<file path="src/sv/afrl_pkg.sv">
// types and constants shared by the failure rate limiter modules
package afrl_pkg;

	localparam int KEY_W  = 32;
	localparam int TIME_W = 63;
	localparam int CNT_W  = 8;
	localparam int CFG_W  = 32;

	typedef logic [TIME_W-1:0] time_t;
	typedef logic [CNT_W-1:0]  cnt_t;
	typedef logic [KEY_W-1:0]  key_t;

	localparam time_t TIME_MAX = '1;
	localparam cnt_t  CNT_MAX  = '1;

	localparam logic [1:0] MODE_FAIL    = 2'd1;
	localparam logic [1:0] MODE_SUCCESS = 2'd2;

	localparam logic [1:0] REG_MAX_FAILS = 2'd0;
	localparam logic [1:0] REG_WINDOW_US = 2'd1;
	localparam logic [1:0] REG_BLOCK_US  = 2'd2;

	localparam logic [7:0]  MAX_FAILS_RST = 8'd5;
	localparam logic [31:0] WINDOW_US_RST = 32'd60000000;
	localparam logic [31:0] BLOCK_US_RST  = 32'd60000000;

	// search record handed from cell to cell
	typedef struct packed {
		logic  found;
		time_t f_ws;
		cnt_t  f_cnt;
		time_t f_be;
		logic  have_empty;
		logic  have_oldest;
		time_t old_ws;
	} scan_t;

	// entry write broadcast to all cells
	typedef struct packed {
		logic  en;
		key_t  key;
		time_t ws;
		cnt_t  cnt;
		time_t be;
	} wr_t;

endpackage

</file>
<file path="src/sv/afrl_ctrl.sv">
// sequencer: starts the lookup, updates the entry and holds the result beat
module afrl_ctrl #(
	parameter int ENTRIES = 16
) (
	input  logic                         clk,
	input  logic                         arst_n,
	input  logic                         s_tvalid,
	output logic                         s_tready,
	input  logic [1:0]                   mode,
	input  afrl_pkg::key_t               addr,
	input  afrl_pkg::time_t              now,
	input  logic [7:0]                   max_fails,
	input  logic [31:0]                  window_us,
	input  logic [31:0]                  block_us,
	output logic                         scan_start,
	output afrl_pkg::key_t               scan_key,
	input  logic                         scan_done,
	input  afrl_pkg::scan_t              scan_rec,
	input  logic [$clog2(ENTRIES)-1:0]   found_idx,
	input  logic [$clog2(ENTRIES)-1:0]   empty_idx,
	input  logic [$clog2(ENTRIES)-1:0]   old_idx,
	output afrl_pkg::wr_t                wr,
	output logic [$clog2(ENTRIES)-1:0]   wr_idx,
	output logic                         m_tvalid,
	input  logic                         m_tready,
	output logic                         blocked,
	output logic                         block_started,
	output afrl_pkg::cnt_t               fails_in_window,
	output logic [$clog2(ENTRIES)-1:0]   slot_used
);
	import afrl_pkg::*;

	localparam int IDX_W = $clog2(ENTRIES);

	typedef enum logic [2:0] {ST_IDLE, ST_SCAN, ST_DIFF, ST_UPD, ST_OUT} state_t;

	state_t           state_q;
	logic             start_q;
	logic [1:0]       mode_q;
	key_t             addr_q;
	time_t            now_q;
	logic [IDX_W-1:0] slot_q;
	time_t            ws_q;
	cnt_t             cnt_q;
	time_t            be_q;
	logic             started_q;
	logic [63:0]      diff_q;
	logic [63:0]      sum_q;
	wr_t              wr_q;
	logic             m_tvalid_q;
	logic             blocked_q;
	logic             block_started_q;
	cnt_t             fails_q;
	logic [IDX_W-1:0] slot_out_q;

	logic  restart;
	cnt_t  cnt_a;
	cnt_t  cnt_b;
	logic  hit;
	time_t end_t;
	time_t ws_n;
	cnt_t  cnt_n;
	time_t be_n;
	logic  started_n;

	always_comb begin
		restart   = $signed(diff_q) > $signed({32'b0, window_us});
		cnt_a     = restart ? '0 : cnt_q;
		cnt_b     = (cnt_a != CNT_MAX) ? cnt_a + 1'b1 : cnt_a;
		hit       = cnt_b >= max_fails;
		end_t     = sum_q[63] ? TIME_MAX : sum_q[62:0];
		ws_n      = ws_q;
		cnt_n     = cnt_q;
		be_n      = be_q;
		started_n = 1'b0;
		if (mode_q == MODE_FAIL) begin
			ws_n      = restart ? now_q : ws_q;
			cnt_n     = cnt_b;
			be_n      = hit ? end_t : be_q;
			started_n = hit;
		end else if (mode_q == MODE_SUCCESS) begin
			cnt_n = '0;
			be_n  = '0;
		end
	end

	always_ff @(posedge clk or negedge arst_n) begin
		if (!arst_n) begin
			state_q         <= ST_IDLE;
			start_q         <= 1'b0;
			mode_q          <= '0;
			addr_q          <= '0;
			now_q           <= '0;
			slot_q          <= '0;
			ws_q            <= '0;
			cnt_q           <= '0;
			be_q            <= '0;
			started_q       <= 1'b0;
			diff_q          <= '0;
			sum_q           <= '0;
			wr_q            <= '0;
			m_tvalid_q      <= 1'b0;
			blocked_q       <= 1'b0;
			block_started_q <= 1'b0;
			fails_q         <= '0;
			slot_out_q      <= '0;
		end else begin
			start_q <= (state_q == ST_IDLE) && s_tvalid;
			wr_q.en <= (state_q == ST_UPD);
			if (state_q == ST_OUT && (!m_tvalid_q || m_tready))
				m_tvalid_q <= 1'b1;
			else if (m_tready)
				m_tvalid_q <= 1'b0;
			unique case (state_q)
				ST_IDLE: begin
					if (s_tvalid) begin
						mode_q  <= mode;
						addr_q  <= addr;
						now_q   <= now;
						state_q <= ST_SCAN;
					end
				end
				ST_SCAN: begin
					if (scan_done) begin
						if (scan_rec.found) begin
							slot_q <= found_idx;
							ws_q   <= scan_rec.f_ws;
							cnt_q  <= scan_rec.f_cnt;
							be_q   <= scan_rec.f_be;
						end else begin
							slot_q <= scan_rec.have_empty ? empty_idx : old_idx;
							ws_q   <= now_q;
							cnt_q  <= '0;
							be_q   <= '0;
						end
						state_q <= ST_DIFF;
					end
				end
				ST_DIFF: begin
					diff_q  <= {1'b0, now_q} - {1'b0, ws_q};
					sum_q   <= {1'b0, now_q} + {32'b0, block_us};
					state_q <= ST_UPD;
				end
				ST_UPD: begin
					wr_q.key  <= addr_q;
					wr_q.ws   <= ws_n;
					wr_q.cnt  <= cnt_n;
					wr_q.be   <= be_n;
					cnt_q     <= cnt_n;
					be_q      <= be_n;
					started_q <= started_n;
					state_q   <= ST_OUT;
				end
				ST_OUT: begin
					if (!m_tvalid_q || m_tready) begin
						blocked_q       <= be_q > now_q;
						block_started_q <= started_q;
						fails_q         <= cnt_q;
						slot_out_q      <= slot_q;
						state_q         <= ST_IDLE;
					end
				end
				default: state_q <= ST_IDLE;
			endcase
		end
	end

	assign s_tready        = (state_q == ST_IDLE);
	assign scan_start      = start_q;
	assign scan_key        = addr_q;
	assign wr              = wr_q;
	assign wr_idx          = slot_q;
	assign m_tvalid        = m_tvalid_q;
	assign blocked         = blocked_q;
	assign block_started   = block_started_q;
	assign fails_in_window = fails_q;
	assign slot_used       = slot_out_q;

endmodule

</file>
<file path="config.mk">
export PLATFORM = sky130hd
export DESIGN_NAME = afrl_ctrl
export DESIGN_NICKNAME = d
export VERILOG_FILES = /design/src/sv/afrl_pkg.sv /design/src/sv/afrl_ctrl.sv
export SDC_FILE = /design/constraint.sdc
export NUM_CORES = 1
export LEC_CHECK = 0
export BUFFER_PORTS_ARGS = -buffer_cell sky130_fd_sc_hd__buf_4
export CELL_PAD_IN_SITES_DETAIL_PLACEMENT = 1
export CELL_PAD_IN_SITES_GLOBAL_PLACEMENT = 2
export CORE_MARGIN = 2
export CORE_UTILIZATION = 36
export DETAILED_ROUTE_END_ITERATION = 8
export PLACE_DENSITY_LB_ADDON = 0.1
export SYNTH_ARGS = -nofsm -noshare
export SYNTH_HDL_FRONTEND = slang
export SYNTH_SLANG_ARGS = --single-unit
</file>
<file path="constraint.sdc">
create_clock -name clk -period 16.26 [get_ports clk]
set_input_delay 2.439 -clock clk [delete_from_list [all_inputs] [get_ports clk]]
set_output_delay 2.439 -clock clk [all_outputs]
set_load 0.02 [all_outputs]
</file>
Yosys cells after proc, flatten, opt, wreduce, memory -nomap -nowiden:

Index checks and enable logic that the tools add are counted.

* eq/ne operators: 10
* reduce and logical (&&, ||, !) cells: 12
* mux-type cells: 26
* $add $sub $neg: 3
* order comparisons: 3

Operator list (number)
* $mux 63: 9
* $pmux 63 s2: 1
* $add 63x32->64: 1
* $gt 64x33->1: 1
* $sub 63x63->64: 1
* $gt 63x63->1: 1
* $mux 8: 6
* $pmux 8 s2: 1
* $pmux 3 s5: 1
* $mux 3: 3
* $add 8x1->8 const B: 1
* $ge 8x8->1: 1
* $mux 4: 2
* $ne 8x8->1 const B: 1
* $reduce_and 2->1: 4
* $eq 3x2->1 const B: 2
* $ne 2x2->1 const B: 2
* $reduce_bool 2->1: 2
* $eq 3x1->1 const B: 1
* $eq 3x3->1 const B: 1
* $logic_not 3->1: 1
* $mux 1: 3
* $reduce_and 3->1: 1
* $eq 2x1->1 const B: 1
* other kinds (5): 6

* word-level logic and storage cells: 76
* bits in registers: 550
* output and inout port bits: 220

Logic depth before layout (Yosys ltp):

* depth after elaboration: 8
* depth in mapped cells: 30
* mapped depth without buffers: 27

Worst setup path after synthesis:

Ideal clock, no wire load.

* kind: in2reg
* from: input window_us[1]
* to: register be_q[3]
* arrival time: 7522 ps
* path slack: 8673 ps
* cell stages on the path: 28
* cells stage by stage: inv_1 ha_1 nor2b_1 o21a_1 o21ai_0 a21oi_1 o31a_1 o21ai_0 a41oi_1 clkbuf_1 nor2b_1 ha_1 and3_1 nand3_1 or2_2 mux2_2 ha_1 a21o_1 a21o_1 a21oi_1 nor2b_1 o21ai_0 a21oi_1 o31ai_1 clkbuf_1 nand2_1 o211ai_1 o21a_1

* cells in the longest elaborated chain, start to end: 8
* elaborated cells between the ends (all ways): 9
* those cells by class: add/sub: 1; order compare: 2; eq/ne: 1; mux: 5

Ends and longest elaborated chain
* start, declared: RTL line afrl_ctrl.sv:13 `input logic [31:0] window_us,`
* $gt 64x33->1 (*): RTL line afrl_ctrl.sv:67 `restart = $signed(diff_q) > $signed({32'b0, window_us});`
* $mux 8 (*): RTL line afrl_ctrl.sv:68 `cnt_a = restart ? '0 : cnt_q;`
* $add 8x1->8 / $ne 8x8->1 (equally long branches): RTL line afrl_ctrl.sv:69 `cnt_b = (cnt_a != CNT_MAX) ? cnt_a + 1'b1 : cnt_a;`
* $mux 8 (*): RTL line afrl_ctrl.sv:69
* $ge 8x8->1 (*): RTL line afrl_ctrl.sv:70 `hit = cnt_b >= max_fails;`
* $mux 63 (*): RTL line afrl_ctrl.sv:79 `be_n = hit ? end_t : be_q;`
* $mux 63 (*): RTL line afrl_ctrl.sv:76 `if (mode_q == MODE_FAIL) begin`
* $pmux 63 s2 (*): RTL line afrl_ctrl.sv:114 `unique case (state_q)`
* end signal, assigned: RTL line afrl_ctrl.sv:129 `be_q <= scan_rec.f_be;`
* end signal, assigned: RTL line afrl_ctrl.sv:150 `be_q <= be_n;`
* end, declared: RTL line afrl_ctrl.sv:45 `time_t be_q;`

Every way passes the cells marked *; elsewhere a longest branch is shown, timed or not.
A chain may end at the register's enable or synchronous reset.

Worst setup path in the final report:

* from: input window_us[13]
* to: register be_q[44]

Same word-level chain as after synthesis.

==> results.md <==
* Outcome: complete, no violations
* Cts hold-fix bufs at 0
* Vias in the first global route at 28800
* CP Launch Type: input pin
* # DRC at 0
* Commonest non-fill, non-tap cell in the layout: nand2_1
* H-tree Lvls at 3
* Total GRT Usage at 26.3%
* Worst Skew at 0.0193 ns
* Initial Util at 36.4%
* Global-route wire length before repair at 180 mm
* Crit path required time at 16.80 ns
* Num rows at approximately 110
* Hold Path End: wr[101]$_DFFE_PN0P_
* Resized Gates After CTS at 0
* Initial antenna violation count at 17
* Min-Delay Path Depth at 2
* Pwr/cell area at about 230 mW/mm^2
* Max IR drop VDD at 0.130 mV
* CP endpoint kind: register
* Final #Nets at around 4600
* Die Y at about 300 um
* RSZ-0062 raised after global routing: no
* Die Area at 0.0887 mm^2
* Final worst setup slack at 7.34 ns
* Leading cell types in the layout, fill and taps excluded: nand2_1 (643), buf_4 (557), dfrtp_1 (549), o21ai_0 (443), a21oi_1 (261)
* Reg2Reg Depth at 26
* Worst hold start: wr[101]$_DFFE_PN0P_
* Setup tns final at 0 ns
* Crit Path Class: in -> reg
* Worst-path clk slew at 0.05 ns
* DP Wirelength at 86.9 mm
* Critical R2R Launch: diff_q[13]$_DFFE_PN0N_
* Worst-Margin Slew at between 1 and 1.5 ns
* Core Footprint at 0.0854 mm^2
* TritonCTS clock tree: built
* Maximum clock path buffer count at 3
* Top FF cell, synth: dfrtp_1
* Final hold vios at 0
* Layout Area Growth over Synthesis at 23.7%
* EDFF count, synth at 0
* Root buffer cell: clkbuf_16
* Max Cap Viol at 0
* Biggest cell delay along the critical path at 0.90 ns
* Max stage delay cell, worst path: o31ai_4
* Setup-failing EPs final at 0
* Synthesized area at 0.0311 mm^2
* Netlist cell types at 86
* Hold Slack at 0.477 ns
* CP Max Fanout at 46
* Final min period at 8.92 ns
* Top Ports at 606
* Synth Register Bits at 550
* Layout cells sized above 1 at 19.1%
* Total grt overflow at 0
* Number of synthesis warnings at 0
* Largest net degree at the start of global routing at 224
* Cell count after synthesis at 3524
* First drt pass iteration count at 7
* Crit path DAT at 9.46 ns
* Finished Layout Cells at around 5200
* Postcts setup bufs at 0
* Hold crit path type: reg -> reg
* GP Congestion at 0.890
* WL final at 118 mm
* Clock Sinks at 550
* Synth top area cells: dfrtp_1 (44%), ha_1 (8.0%), nand2_1 (7.8%)
* Placement Setup Slack at 6.65 ns
* Final worst-path cycle share at 54.9%
* Slew Limit Fails at 0
* Via/cell ratio at between 5 and 6
* Leakage power figure at ~19 nW
* Wire per inst at about 23 um
* Post-Syn Nets at 4111
* Max_slew headroom at 26.1%
* Sequential element share of the synthesized area at 44.3%
* Port buffer count at ~540
* Post-route antenna net violation count at 0
* CTS Buf Count at 70
* Worst-skew pair later-pin latency at between 0.6 and 0.7 ns
* FF-to-FF End: be_q[44]$_DFFE_PN0P_
* Detailed Route Iter0 Violations at 1389
* CP most frequent cell: a21o_1
* Top cell type's share of synthesized area at 44.3%
* Synthesized area per cell at 8.82 um^2
* Die W at approximately 300 um
* F_max at about 110 MHz
* Leading area contributor after synthesis: dfrtp_1
* Vias at 27500
* Placed cells at about 5000
* Async SR Flop Fraction at 100%
* Flop-to-flop setup slack at 8.90 ns
how the worst max path moves through the flow:
stage               slack [ns]          start              endpoint
CTS                       7.29  window_us[13]  be_q[42]$_DFFE_PN0P_
finish                    7.34  window_us[13]  be_q[44]$_DFFE_PN0P_
global placement          6.69  window_us[13]  be_q[45]$_DFFE_PN0P_
detailed placement        6.65  window_us[13]  be_q[42]$_DFFE_PN0P_
floorplan                 8.67   window_us[1]   be_q[3]$_DFFE_PN0P_
global route              6.92  window_us[13]  be_q[32]$_DFFE_PN0P_
logic make-up after synthesis:
kind of cell               after synthesis  synth area share [%]
and+or+nand+nor                       1107                  15.6
xor gates and xnor gates               115                  3.24
adders and majority gates              201                  8.14
AOI/OAI and AO/OA                     1053                  20.0
buffers and inverters                  380                  4.78
muxes                                  118                  3.99
DFF                                    550                  44.3
flip-flops by register name (all words and copies together) (netlist names), 8 cells and up:
register / cells
sum_q: 64
now_q: 63
fails_in_window: 8
scan_key: 32
diff_q: 64
wr: 167
cnt_q: 8
ws_q: 63
be_q: 63
synthesized netlist by cell type, drive strengths merged, types with 4 or more instances:
| cell | instances |
|---|---|
| a211o | 5 |
| a211oi | 12 |
| a21boi | 4 |
| a21o | 76 |
| a21oi | 263 |
| a221o | 4 |
| a31oi | 18 |
| a32oi | 4 |
| and2 | 14 |
| and3 | 19 |
| and4 | 5 |
| buf | 19 |
| clkbuf | 171 |
| dfrtp | 550 |
| ha | 199 |
| inv | 189 |
| mux2 | 48 |
| mux2i | 70 |
| nand2 | 645 |
| nand2b | 21 |
| nand3 | 126 |
| nand3b | 5 |
| nand4 | 41 |
| nor2 | 146 |
| nor2b | 28 |
| nor3 | 21 |
| nor4 | 16 |
| o211ai | 69 |
| o21a | 79 |
| o21ai | 459 |
| o21bai | 15 |
| o31a | 5 |
| o31ai | 12 |
| or2 | 7 |
| or3 | 5 |
| xnor2 | 80 |
| xor2 | 35 |
critical path: cells and delay by family:
family / cells / cell delay, ns
mux: 1 / 0.29
buf+inv: 4 / 1.07
compound gates: 14 / 3.48
simple gates: 6 / 1.32
fa+ha+maj: 3 / 0.78
per-stage QoR:
stage	utilization (%)	power (W)	instance area [um^2]
after CTS	45.0	0.00910	38400
final	45.0	0.00903	38500
after global routing	45.0	0.00976	38400
after floorplan	-	0.00568	31100
after global placement	42.3	0.00736	36100
after detailed placement	42.3	0.00745	36100
per-layer routing:
layer  track usage, %  part of all wire [%]  wire, um
met1             35.9                    46     54400
met2             42.7                    46     54400
met3             5.42                   5.3      6330
met4             6.62                   2.5      3020
met5                0                  0.12       138
power breakdown:
part           switching (W)  internal [W]
logic                0.00295       0.00189
registers           0.000569       0.00202
clock network       0.000661      0.000942
total                0.00418       0.00485
final cells by class:
class | count | area, um^2
Sequential cell | 550 | 13800
Clock buffer | 102 | 2080
Multi-Input combinational cell | 2594 | 15900
Fill cell | 10100 | 47000
Antenna cell | 4 | 10.0
Tap cell | 1144 | 1430
Inverter | 190 | 716
Timing Repair Buffer | 563 | 4290
Clock inverter | 22 | 258
(Power assumes the default switching activity.)
