--- config.mk ---
export PLATFORM = sky130hd
export DESIGN_NAME = afrl_cell
export DESIGN_NICKNAME = d
export VERILOG_FILES = /design/src/sv/afrl_pkg.sv /design/src/sv/afrl_cell.sv
export SDC_FILE = /design/constraint.sdc
export NUM_CORES = 1
export LEC_CHECK = 0
export BUFFER_PORTS_ARGS = -buffer_cell sky130_fd_sc_hd__clkbuf_2
export CAP_MARGIN = 20
export CORE_AREA = 2 2 247 249
export DETAILED_ROUTE_END_ITERATION = 7
export DIE_AREA = 0 0 249 251
export GPL_TIMING_DRIVEN = 0
export HOLD_SLACK_MARGIN = 0.12
export PLACE_DENSITY = 0.59
export REMOVE_ABC_BUFFERS = 1
export SLEW_MARGIN = 20
export SYNTH_ARGS = -nofsm -noshare
export SYNTH_HDL_FRONTEND = slang
export SYNTH_SLANG_ARGS = --single-unit
--- constraint.sdc ---
create_clock -name clk -period 2.19 [get_ports clk]
set_input_delay 0.219 -clock clk [delete_from_list [all_inputs] [get_ports clk]]
set_output_delay 0.219 -clock clk [all_outputs]
set_load 0.05 [all_outputs]
--- src/sv/afrl_pkg.sv ---
// types and constants shared by the failure rate limiter modules
package afrl_pkg;

	localparam int KEY_W  = 32;
	localparam int TIME_W = 63;
	localparam int CNT_W  = 8;
	localparam int CFG_W  = 32;

	typedef logic [TIME_W-1:0] time_t;
	typedef logic [CNT_W-1:0]  cnt_t;
	typedef logic [KEY_W-1:0]  key_t;

	localparam time_t TIME_MAX = '1;
	localparam cnt_t  CNT_MAX  = '1;

	localparam logic [1:0] MODE_FAIL    = 2'd1;
	localparam logic [1:0] MODE_SUCCESS = 2'd2;

	localparam logic [1:0] REG_MAX_FAILS = 2'd0;
	localparam logic [1:0] REG_WINDOW_US = 2'd1;
	localparam logic [1:0] REG_BLOCK_US  = 2'd2;

	localparam logic [7:0]  MAX_FAILS_RST = 8'd5;
	localparam logic [31:0] WINDOW_US_RST = 32'd60000000;
	localparam logic [31:0] BLOCK_US_RST  = 32'd60000000;

	// search record handed from cell to cell
	typedef struct packed {
		logic  found;
		time_t f_ws;
		cnt_t  f_cnt;
		time_t f_be;
		logic  have_empty;
		logic  have_oldest;
		time_t old_ws;
	} scan_t;

	// entry write broadcast to all cells
	typedef struct packed {
		logic  en;
		key_t  key;
		time_t ws;
		cnt_t  cnt;
		time_t be;
	} wr_t;

endpackage

--- src/sv/afrl_cell.sv ---
// one table entry plus one stage of the lookup chain
module afrl_cell #(
	parameter int ENTRIES  = 16,
	parameter int CELL_IDX = 0
) (
	input  logic                         clk,
	input  logic                         arst_n,
	input  afrl_pkg::key_t               key,
	input  logic                         in_valid,
	input  afrl_pkg::scan_t              in_rec,
	input  logic [$clog2(ENTRIES)-1:0]   in_found_idx,
	input  logic [$clog2(ENTRIES)-1:0]   in_empty_idx,
	input  logic [$clog2(ENTRIES)-1:0]   in_old_idx,
	output logic                         out_valid,
	output afrl_pkg::scan_t              out_rec,
	output logic [$clog2(ENTRIES)-1:0]   out_found_idx,
	output logic [$clog2(ENTRIES)-1:0]   out_empty_idx,
	output logic [$clog2(ENTRIES)-1:0]   out_old_idx,
	input  afrl_pkg::wr_t                wr,
	input  logic [$clog2(ENTRIES)-1:0]   wr_idx
);
	import afrl_pkg::*;

	localparam int IDX_W = $clog2(ENTRIES);
	localparam logic [IDX_W-1:0] MY_IDX = IDX_W'(CELL_IDX);

	key_t  key_q;
	time_t ws_q;
	cnt_t  cnt_q;
	time_t be_q;

	scan_t            rec;
	logic [IDX_W-1:0] found_idx;
	logic [IDX_W-1:0] empty_idx;
	logic [IDX_W-1:0] old_idx;

	always_comb begin
		rec       = in_rec;
		found_idx = in_found_idx;
		empty_idx = in_empty_idx;
		old_idx   = in_old_idx;
		if (!in_rec.found) begin
			if (key_q == key) begin
				rec.found = 1'b1;
				rec.f_ws  = ws_q;
				rec.f_cnt = cnt_q;
				rec.f_be  = be_q;
				found_idx = MY_IDX;
			end else begin
				if (key_q == '0 && !in_rec.have_empty) begin
					rec.have_empty = 1'b1;
					empty_idx      = MY_IDX;
				end
				if (!in_rec.have_oldest || ws_q < in_rec.old_ws) begin
					rec.have_oldest = 1'b1;
					rec.old_ws      = ws_q;
					old_idx         = MY_IDX;
				end
			end
		end
	end

	always_ff @(posedge clk or negedge arst_n) begin
		if (!arst_n) begin
			out_valid <= 1'b0;
			key_q     <= '0;
			ws_q      <= '0;
			cnt_q     <= '0;
			be_q      <= '0;
		end else begin
			out_valid <= in_valid;
			if (wr.en && wr_idx == MY_IDX) begin
				key_q <= wr.key;
				ws_q  <= wr.ws;
				cnt_q <= wr.cnt;
				be_q  <= wr.be;
			end
		end
	end

	always_ff @(posedge clk) begin
		out_rec       <= rec;
		out_found_idx <= found_idx;
		out_empty_idx <= empty_idx;
		out_old_idx   <= old_idx;
	end

endmodule

# --- After elaboration in Yosys (flattened, before gate mapping) ---
# Cells that the tools add are included.
totals:
  inputBits: 418
  rom_bits: 0
  output_inout_bits: 213
  memories: 0
  ram_bits: 0
  latch_bits: 0
  regBits: 379
op_classes:
  n_reduce_logical: 7
  bitwise_logic: 0
  n_addsub: 0
  muxes: 13
  n_div: 0
  eq_ne: 1
  n_shift: 0
  magnitude_cmp: 1
  multipliers: 0
op_table:
  columns: ["cell", "count"]
  rows:
  - ["199-bit two-way mux", 1]
  - ["135-bit two-way mux", 1]
  - ["65-bit two-way mux", 1]
  - ["64-bit two-way mux", 1]
  - ["63-bit less-than comparator", 1]
  - ["32-bit equality test", 1]
  - ["32-bit logical NOT", 1]
  - ["4-bit two-way mux", 8]
  - ["4-bit logical NOT", 1]
  - ["1-bit logical AND", 2]
  - ["1-bit logical NOT", 2]
  - ["1-bit logical OR", 1]
  - ["1-bit two-way mux", 1]

# --- Logic depth before layout (Yosys ltp) ---
# Gate-level depths: netlist (run 1).
depth:
  word_depth: 5
  mapped_depth: 11

# --- Least setup slack after synthesis (run 1) ---
# No wires, ideal clock.
synth_path:
  kind: "flip-flop to flip-flop"
  from: "register ws_q[29]"
  to: "register out_rec[57] (netlist bit)"
  stages_incl_launch_ff: 11
  setup_slack_ns: -0.170
  t_required_ns: 2.067
  setup_ns: 0.123
  arrival_ns: 2.237
  cell_sequence: "dfrtp_1 ha_1 nand4_1 nor4_1 a221oi_1 o21ai_0 a31oi_1 o211ai_2 buf_6 buf_6 mux2_1"
synth_rtl:
  columns: ["item", "line_no", "text"]
  rows:
  - ["start, declared", "afrl_cell.sv:28", "time_t ws_q;"]
  - ["start signal, assigned", "afrl_cell.sv:74", "ws_q <= wr.ws;"]
  - ["end signal, assigned", "afrl_cell.sv:82", "out_rec <= rec;"]
  - ["end, declared", "afrl_cell.sv:15", "output afrl_pkg::scan_t out_rec,"]

==> results of run 1 <==
stage by stage:
stage / total power, mW / setup WS [ps] / hold WS, ps
after global routing: 22.7 / -633 / 234
after floorplan: 11.7 / -5570 / -76.6
final: 21.7 / -572 / 220
after global placement: 13.2 / -9980 / 327
after detailed placement: 13.3 / -1430 / 95.8
after CTS: 21.7 / -580 / 183
flip-flops by register name (all words and copies together), names as in the netlist:
register and count:
key_q 32, out_valid 1, ws_q 63, out_found_idx 4
out_empty_idx 4, be_q 63, cnt_q 8, out_old_idx 4
out_rec 200
worst min path at each step:
stage	startpoint	endpoint	slack, ps	cells after the start
2_1_floorplan	arst_n	be_q[0]	-80	0
3_3_place_gp	in_valid	out_valid	330	1
3_5_place_dp	arst_n	be_q[26]	100	1
4_1_cts	in_rec[199]	out_rec[199]	180	5
5_1_grt	in_rec[199]	out_rec[199]	230	5
6_report	in_rec[199]	out_rec[199]	220	5
logic make-up after synthesis:
kind of cell / count (synthesis) / synth area share
DFF: 379 / 0.562
muxes: 363 / 0.278
buffers and inverters: 105 / 0.0369
and+or+nand+nor: 89 / 0.0317
adders and majority gates: 62 / 0.0518
AOI/OAI and AO/OA: 51 / 0.0208
xor gates and xnor gates: 32 / 0.0187
area by class of cell:
cell class	instances	area, um2
Multi-Input combinational cell	597	6920
Timing Repair Buffer	1095	8370
Fill cell	5249	33400
Inverter	64	243
Clock inverter	9	128
Clock buffer	67	1300
Tap cell	782	978
Sequential cell	379	8430
Antenna cell	1	2.50
timing repair:
item,4_1_cts,5_1_grt
buffers inserted,43,25
endpoints found under the setup margin,211,210
hold endpoints to repair,545,0
hold buffers,380,0
resized for setup,216,78
pin swaps,15,11
gates cloned,16,2
worst reg2reg max path, cell delays in order, from the launching register on:
cell       delay, ps
dfrtp_2          460
ha_1             330
nand4_1          170
nor4_4           350
a221oi_1         130
o21ai_2          110
a31oi_4           70
o211ai_4         250
clkbuf_16        230
clkbuf_16        190
mux2_2           340
synthesized netlist by cell type, drive strengths merged, types with 10 or more instances:
cell type,number
a21oi,22
ha,62
and2,10
nand2,22
buf,31
clkbuf,10
o21ai,11
mux2,363
dfrtp,167
inv,64
dfxtp,212
xor2,32
nor4,18
per-layer routing:
layer	vias to the layer above	global-route usage	share of wire
met5	-	0	0
met4	0	0.0722	0.044
met3	129	0.0459	0.070
met2	500	0.316	0.51
met1	6220	0.186	0.38
li1	5987	-	-
report_power, final:
| part | switching, mW | total (mW) | internal [mW] |
|---|---|---|---|
| sequential | 0.812 | 8.84 | 8.03 |
| combinational | 2.91 | 5.54 | 2.63 |
| clock | 2.90 | 7.31 | 4.41 |
| total | 6.62 | 21.7 | 15.1 |
==> impl_metrics.env, run 1 <==
export IMPL_pwr_cell_area_nw_per_um2=822
export IMPL_min_path_type="primary input to flop"
export IMPL_critical_path_slowest_cell="dfrtp_2"
export IMPL_setup_tns_ps=-87440
export IMPL_yosysWarningCount=0
export IMPL_critPathCapture="out_rec[21]"
export IMPL_antenna_found_initial=1
export IMPL_tritoncts="done"
export IMPL_crit_path_cell_trace="ha_1 -> nand4_1 -> nor4_4 -> a221oi_1 -> o21ai_2 -> a31oi_4 -> o211ai_4 -> clkbuf_16 -> clkbuf_16 -> mux2_2"
export IMPL_nets_final=2659
export IMPL_synth_seq_cells=379
export IMPL_wirelength_mm=56.1
export IMPL_synth_sequential_area_ratio=0.562
export IMPL_cts_buffers=42
export IMPL_place_hpwl_mm=36.0
export IMPL_post_drt_via_cell_ratio=4.29
export IMPL_placeableCoreArea_um2=59800
export IMPL_critical_path_max_stage_delay_ps=460
export IMPL_vertical_extent_of_the_die_um=251
export IMPL_synthTopCellsByArea="dfxtp_1 (28%), dfrtp_1 (28%), mux2_2 (25%), ha_1 (5.2%), mux2_4 (2.0%)"
export IMPL_finalWorstPathRequiredPeriod_ps=2760
export IMPL_gpl_final_weighted_congestion=0.849
export IMPL_clock_transition_at_the_register_clock_pins_on_the_worst_setup_and_hold_paths_after_cts_ps=60
export IMPL_netlist_area_um2=15000
export IMPL_path_depth=10
export IMPL_dr_first_iter_drc_count=375
export IMPL_htree_levels=2
export IMPL_most_common_layout_cells="clkbuf_2 (629), dlygate4sd3_1 (380), dfxtp_1 (212)"
export IMPL_dp_cells=2468
export IMPL_grt_setup_unrepaired="yes"
export IMPL_synth_distinct_cells=40
export IMPL_final_core_utilization=0.441
export IMPL_critical_path_max_fanout=8
export IMPL_initial_core_util=0.251
export IMPL_design_area_um2=26400
export IMPL_routed_wire_length_per_instance_um=18.7
export IMPL_cp_startpoint="ws_q[26]"
export IMPL_final_setup_skew_ps=22.8
export IMPL_synth_top_cell_area_share=0.283
export IMPL_fmax_mhz=362
export IMPL_timing_worst_slew_pin_value_ps=772
export IMPL_row_count=90
export IMPL_layout_drive_gt1_share=0.540
export IMPL_via_count_of_the_first_global_routing_pass=14400
export IMPL_max_slew_margin_rel=0.484
export IMPL_critical_path_n_buffers_inverters=2
export IMPL_antenna_violating_nets_post_route=0
export IMPL_timing_final_max_slew_violations=0
export IMPL_critPathTopFamily="compound AO/OA/AOI/OAI gates"
export IMPL_number_of_drc_violations_after_detailed_routing=0
export IMPL_clock_tree_root="clkbuf_16"
export IMPL_violations="negative setup slack"
export IMPL_layout_cells_most_common="clkbuf_2"
export IMPL_timing_setup_critical_path_class="flop to flop"
export IMPL_cts_sinks=379
export IMPL_synth_avg_cell_area_um2=13.9
export IMPL_category_of_the_worst_setup_path_capture_point="flop"
export IMPL_max_vdd_ir_drop_mv=0.571
export IMPL_grt_first_pass_wirelength_mm=82.9
export IMPL_status="finished, violations left"
export IMPL_setup_reg_to_reg_worst_slack_ps=-570
export IMPL_die_area_um2=62500
export IMPL_cap_viol_max_count=0
export IMPL_final_instance_count_excl_fill=2994
export IMPL_dpl_cell_area_um2=19200
export IMPL_leakagePower_nw=12.7
export IMPL_global_route_usage_total=0.172
export IMPL_timing_critical_path_from_type="flop"
export IMPL_die_width_um=249
export IMPL_reg2regPathDepth=10
export IMPL_drt_pass1_iter_count=5
export IMPL_port_buffers=630
export IMPL_hold_viol_final=0
export IMPL_globalRoute_totalOverflow=0
export IMPL_clk_path_buf_depth=3
export IMPL_insertion_delay_ps=560
export IMPL_synth_edff_count=0
export IMPL_design_portCount=631
export IMPL_worst_endpoint_arrival_ps=3200
export IMPL_cp_common_cell="clkbuf_16"
export IMPL_vias=12800
export IMPL_grt_max_degree=78
export IMPL_critical_path_reg2reg_endpoint="out_rec[21]"
export IMPL_synth_async_reset_ratio=0.441
export IMPL_required_ps=2630
export IMPL_setup_viol=205
export IMPL_finalCritPeriodShare=1.26
export IMPL_synthFlopType="dfxtp_1"
export IMPL_worst_slack_ps=-572
export IMPL_synth_area_leader_cell="dfxtp_1"
export IMPL_synthCells=1081
export IMPL_worst_r2r_startpoint="ws_q[26]"
export IMPL_area_growth_synth_to_final_pct=76.1
Note: power is estimated with default switching activity, not from simulation.
==> run 2, diff against run 1 <==
--- a/config.mk
+++ b/config.mk
@@ -8,13 +8,15 @@
 export BUFFER_PORTS_ARGS = -buffer_cell sky130_fd_sc_hd__clkbuf_2
 export CAP_MARGIN = 20
 export CORE_AREA = 2 2 247 249
+export CTS_BUF_LIST = sky130_fd_sc_hd__clkbuf_16
+export CTS_CLUSTER_SIZE = 30
 export DETAILED_ROUTE_END_ITERATION = 7
 export DIE_AREA = 0 0 249 251
 export GPL_TIMING_DRIVEN = 0
 export HOLD_SLACK_MARGIN = 0.12
 export PLACE_DENSITY = 0.59
 export REMOVE_ABC_BUFFERS = 1
-export SLEW_MARGIN = 20
+export SLEW_MARGIN = 10
 export SYNTH_ARGS = -nofsm -noshare
 export SYNTH_HDL_FRONTEND = slang
 export SYNTH_SLANG_ARGS = --single-unit
==> run 2 against run 1 <==
- the run still ends with negative setup slack left
- wire length rose by 1.0%
- design area fell by 0.32%
- sequential power barely moved
- register-to-register slack improved by 20 ps
- die area did not move
==> impl_metrics.env, run 2 (same netlist as run 1, synthesis figures left out) <==
export IMPL_status="finished, violations left"
export IMPL_violations="negative setup slack"
export IMPL_drt_pass1_iter_count=4
export IMPL_critical_path_max_fanout=8
export IMPL_critical_path_reg2reg_endpoint="out_rec[18]"
export IMPL_timing_setup_critical_path_class="flop to flop"
export IMPL_vias=12800
export IMPL_critical_path_max_stage_delay_ps=450
export IMPL_fin_hold_ws_ps=256
export IMPL_leakagePower_nw=12.7
export IMPL_design_power_total_mw=21.9
export IMPL_dr_first_iter_drc_count=358
export IMPL_grt_max_degree=85
export IMPL_clock_transition_at_the_register_clock_pins_on_the_worst_setup_and_hold_paths_after_cts_ps=60
export IMPL_antenna_violating_nets_post_route=0
export IMPL_power_share_switching=0.308
export IMPL_timing_worst_slew_pin_value_ps=567
export IMPL_row_count=90
export IMPL_insertion_delay_ps=560
export IMPL_most_common_layout_cells="clkbuf_2 (629), dlygate4sd3_1 (379), dfxtp_1 (212)"
export IMPL_hold_viol_final=0
export IMPL_clk_path_buf_depth=3
export IMPL_cp_common_cell="clkbuf_16"
export IMPL_htree_levels=2
export IMPL_crit_path_cell_trace="ha_1 -> nand4_1 -> nor4_4 -> a221oi_2 -> o21ai_2 -> a31oi_4 -> o211ai_4 -> clkbuf_16 -> clkbuf_16 -> mux2_2"
export IMPL_max_vdd_ir_drop_mv=0.589
export IMPL_reg2regPathDepth=10
export IMPL_finalCritPeriodShare=1.25
export IMPL_clock_tree_root="clkbuf_16"
export IMPL_required_ps=2630
export IMPL_biggestRegsByFlops="out_rec: 200 flops, be_q: 63 flops, ws_q: 63 flops"
export IMPL_place_hpwl_mm=35.5
export IMPL_routed_wire_length_per_instance_um=18.9
export IMPL_globalRoute_totalOverflow=0
export IMPL_cts_buffers=42
export IMPL_final_instance_count_excl_fill=2993
export IMPL_final_setup_skew_ps=20.0
export IMPL_category_of_the_worst_setup_path_capture_point="flop"
export IMPL_area_growth_synth_to_final_pct=75.5
export IMPL_p_int_mw=15.1
export IMPL_critPathTopFamily="simple AND/OR/NAND/NOR gates"
export IMPL_cap_viol_max_count=0
export IMPL_wirelength_mm=56.6
export IMPL_fmax_mhz=365
export IMPL_number_of_drc_violations_after_detailed_routing=0
export IMPL_largest_register_ffs=200
export IMPL_layout_cells_most_common="clkbuf_2"
export IMPL_vertical_extent_of_the_die_um=251
export IMPL_post_drt_via_cell_ratio=4.29
export IMPL_initial_core_util=0.251
export IMPL_antenna_found_initial=2
export IMPL_nets_final=2654
export IMPL_global_route_usage_total=0.170
export IMPL_dp_cells=2466
export IMPL_min_path_type="primary input to async pin"
export IMPL_grt_first_pass_wirelength_mm=82.3
export IMPL_gpl_final_weighted_congestion=0.849
export IMPL_total_switching_power_mw=6.73
export IMPL_die_area_um2=62500
export IMPL_die_width_um=249
export IMPL_setup_viol=205
export IMPL_max_slew_margin_rel=0.622
export IMPL_critical_path_n_buffers_inverters=2
export IMPL_comb_power_share=0.260
export IMPL_critical_path_slowest_cell="dfrtp_2"
export IMPL_power_share_sequential=0.404
export IMPL_post_place_setup_slack_ps=-1480
export IMPL_timing_critical_path_from_type="flop"
export IMPL_layout_drive_gt1_share=0.540
export IMPL_design_portCount=631
export IMPL_cts_sinks=379
export IMPL_share_clk_of_total_power=0.337
export IMPL_grt_setup_unrepaired="yes"
export IMPL_tritoncts="done"
export IMPL_setup_reg_to_reg_worst_slack_ps=-550
export IMPL_finalWorstPathRequiredPeriod_ps=2740
export IMPL_registers_top_by_ff_count="out_rec"
export IMPL_pwr_cell_area_nw_per_um2=831
export IMPL_placeableCoreArea_um2=59800
export IMPL_port_buffers=630
export IMPL_via_count_of_the_first_global_routing_pass=14400
export IMPL_timing_final_max_slew_violations=0
export IMPL_worst_endpoint_arrival_ps=3190
export IMPL_worst_slack_ps=-553
export IMPL_worst_r2r_startpoint="ws_q[23]"
-- run 2: layer usage --
layer,routed length [um],GRT usage,vias up
met2,28600,0.306,493
met3,3500,0.0456,141
li1,-,-,5977
met1,21800,0.185,6218
met4,2730,0.0847,0
met5,0,0,-
-- run 2: what timing repair did --
item                                    CTS  global route
endpoints found under the setup margin  211           210
cloned                                    9             7
hold buffers                            379             0
buffers inserted                         42            21
endpoints found under the hold margin   461             0
pin swaps                                18            19
gates resized for setup                 203            92
-- run 2: power by group through the flow --
| stage | Clock, mW | Combinational [mW] | Sequential [mW] |
|---|---|---|---|
| 5_1_grt | 7.79 | 6.05 | 8.96 |
| 2_1_floorplan | 0 | 1.74 | 9.91 |
| 3_5_place_dp | 0 | 4.34 | 8.94 |
| 4_1_cts | 7.50 | 5.39 | 8.80 |
| 6_report | 7.36 | 5.67 | 8.83 |
| 3_3_place_gp | 0 | 4.28 | 8.89 |
-- run 2: cell type report --
class                   count  area, um2
multi-input cells         597       6970
flip-flops and latches    379       8430
clock buffers              45       1130
inverters                  64        243
repair buffers           1090       8230
diodes                      3       7.51
well taps                 782        978
fillers                  5220      33500
clock inverters            33        303
-- run 2: worst register-to-register path, cell delays in order (launching register included) --
cell	delay, ps
dfrtp_2	450
ha_1	290
nand4_1	180
nor4_4	420
a221oi_2	110
o21ai_2	100
a31oi_4	70
o211ai_4	250
clkbuf_16	230
clkbuf_16	190
mux2_2	340
-- run 2: how the worst max path moves through the flow --
| stage | startpoint | endpoint | slack [ps] | cells past startpoint |
|---|---|---|---|---|
| 2_1_floorplan | key_q[7] | out_rec[100] | -5570 | 6 |
| 6_report | ws_q[23] | out_rec[18] | -550 | 10 |
| 5_1_grt | ws_q[4] | out_rec[18] | -640 | 10 |
| 3_5_place_dp | ws_q[6] | out_rec[34] | -1480 | 10 |
| 4_1_cts | ws_q[60] | out_rec[51] | -550 | 9 |
| 3_3_place_gp | key_q[17] | out_rec[137] | -9980 | 6 |
-- run 2: metrics by stage --
stage          area [um2]   TNS, ps  utilization
3_5_place_dp        19200   -202220        0.321
5_1_grt             26300    -95850        0.440
6_report            26300    -73590        0.440
4_1_cts             25800    -90140        0.431
2_1_floorplan       14700  -1349180            -
3_3_place_gp        18800  -3003430        0.314
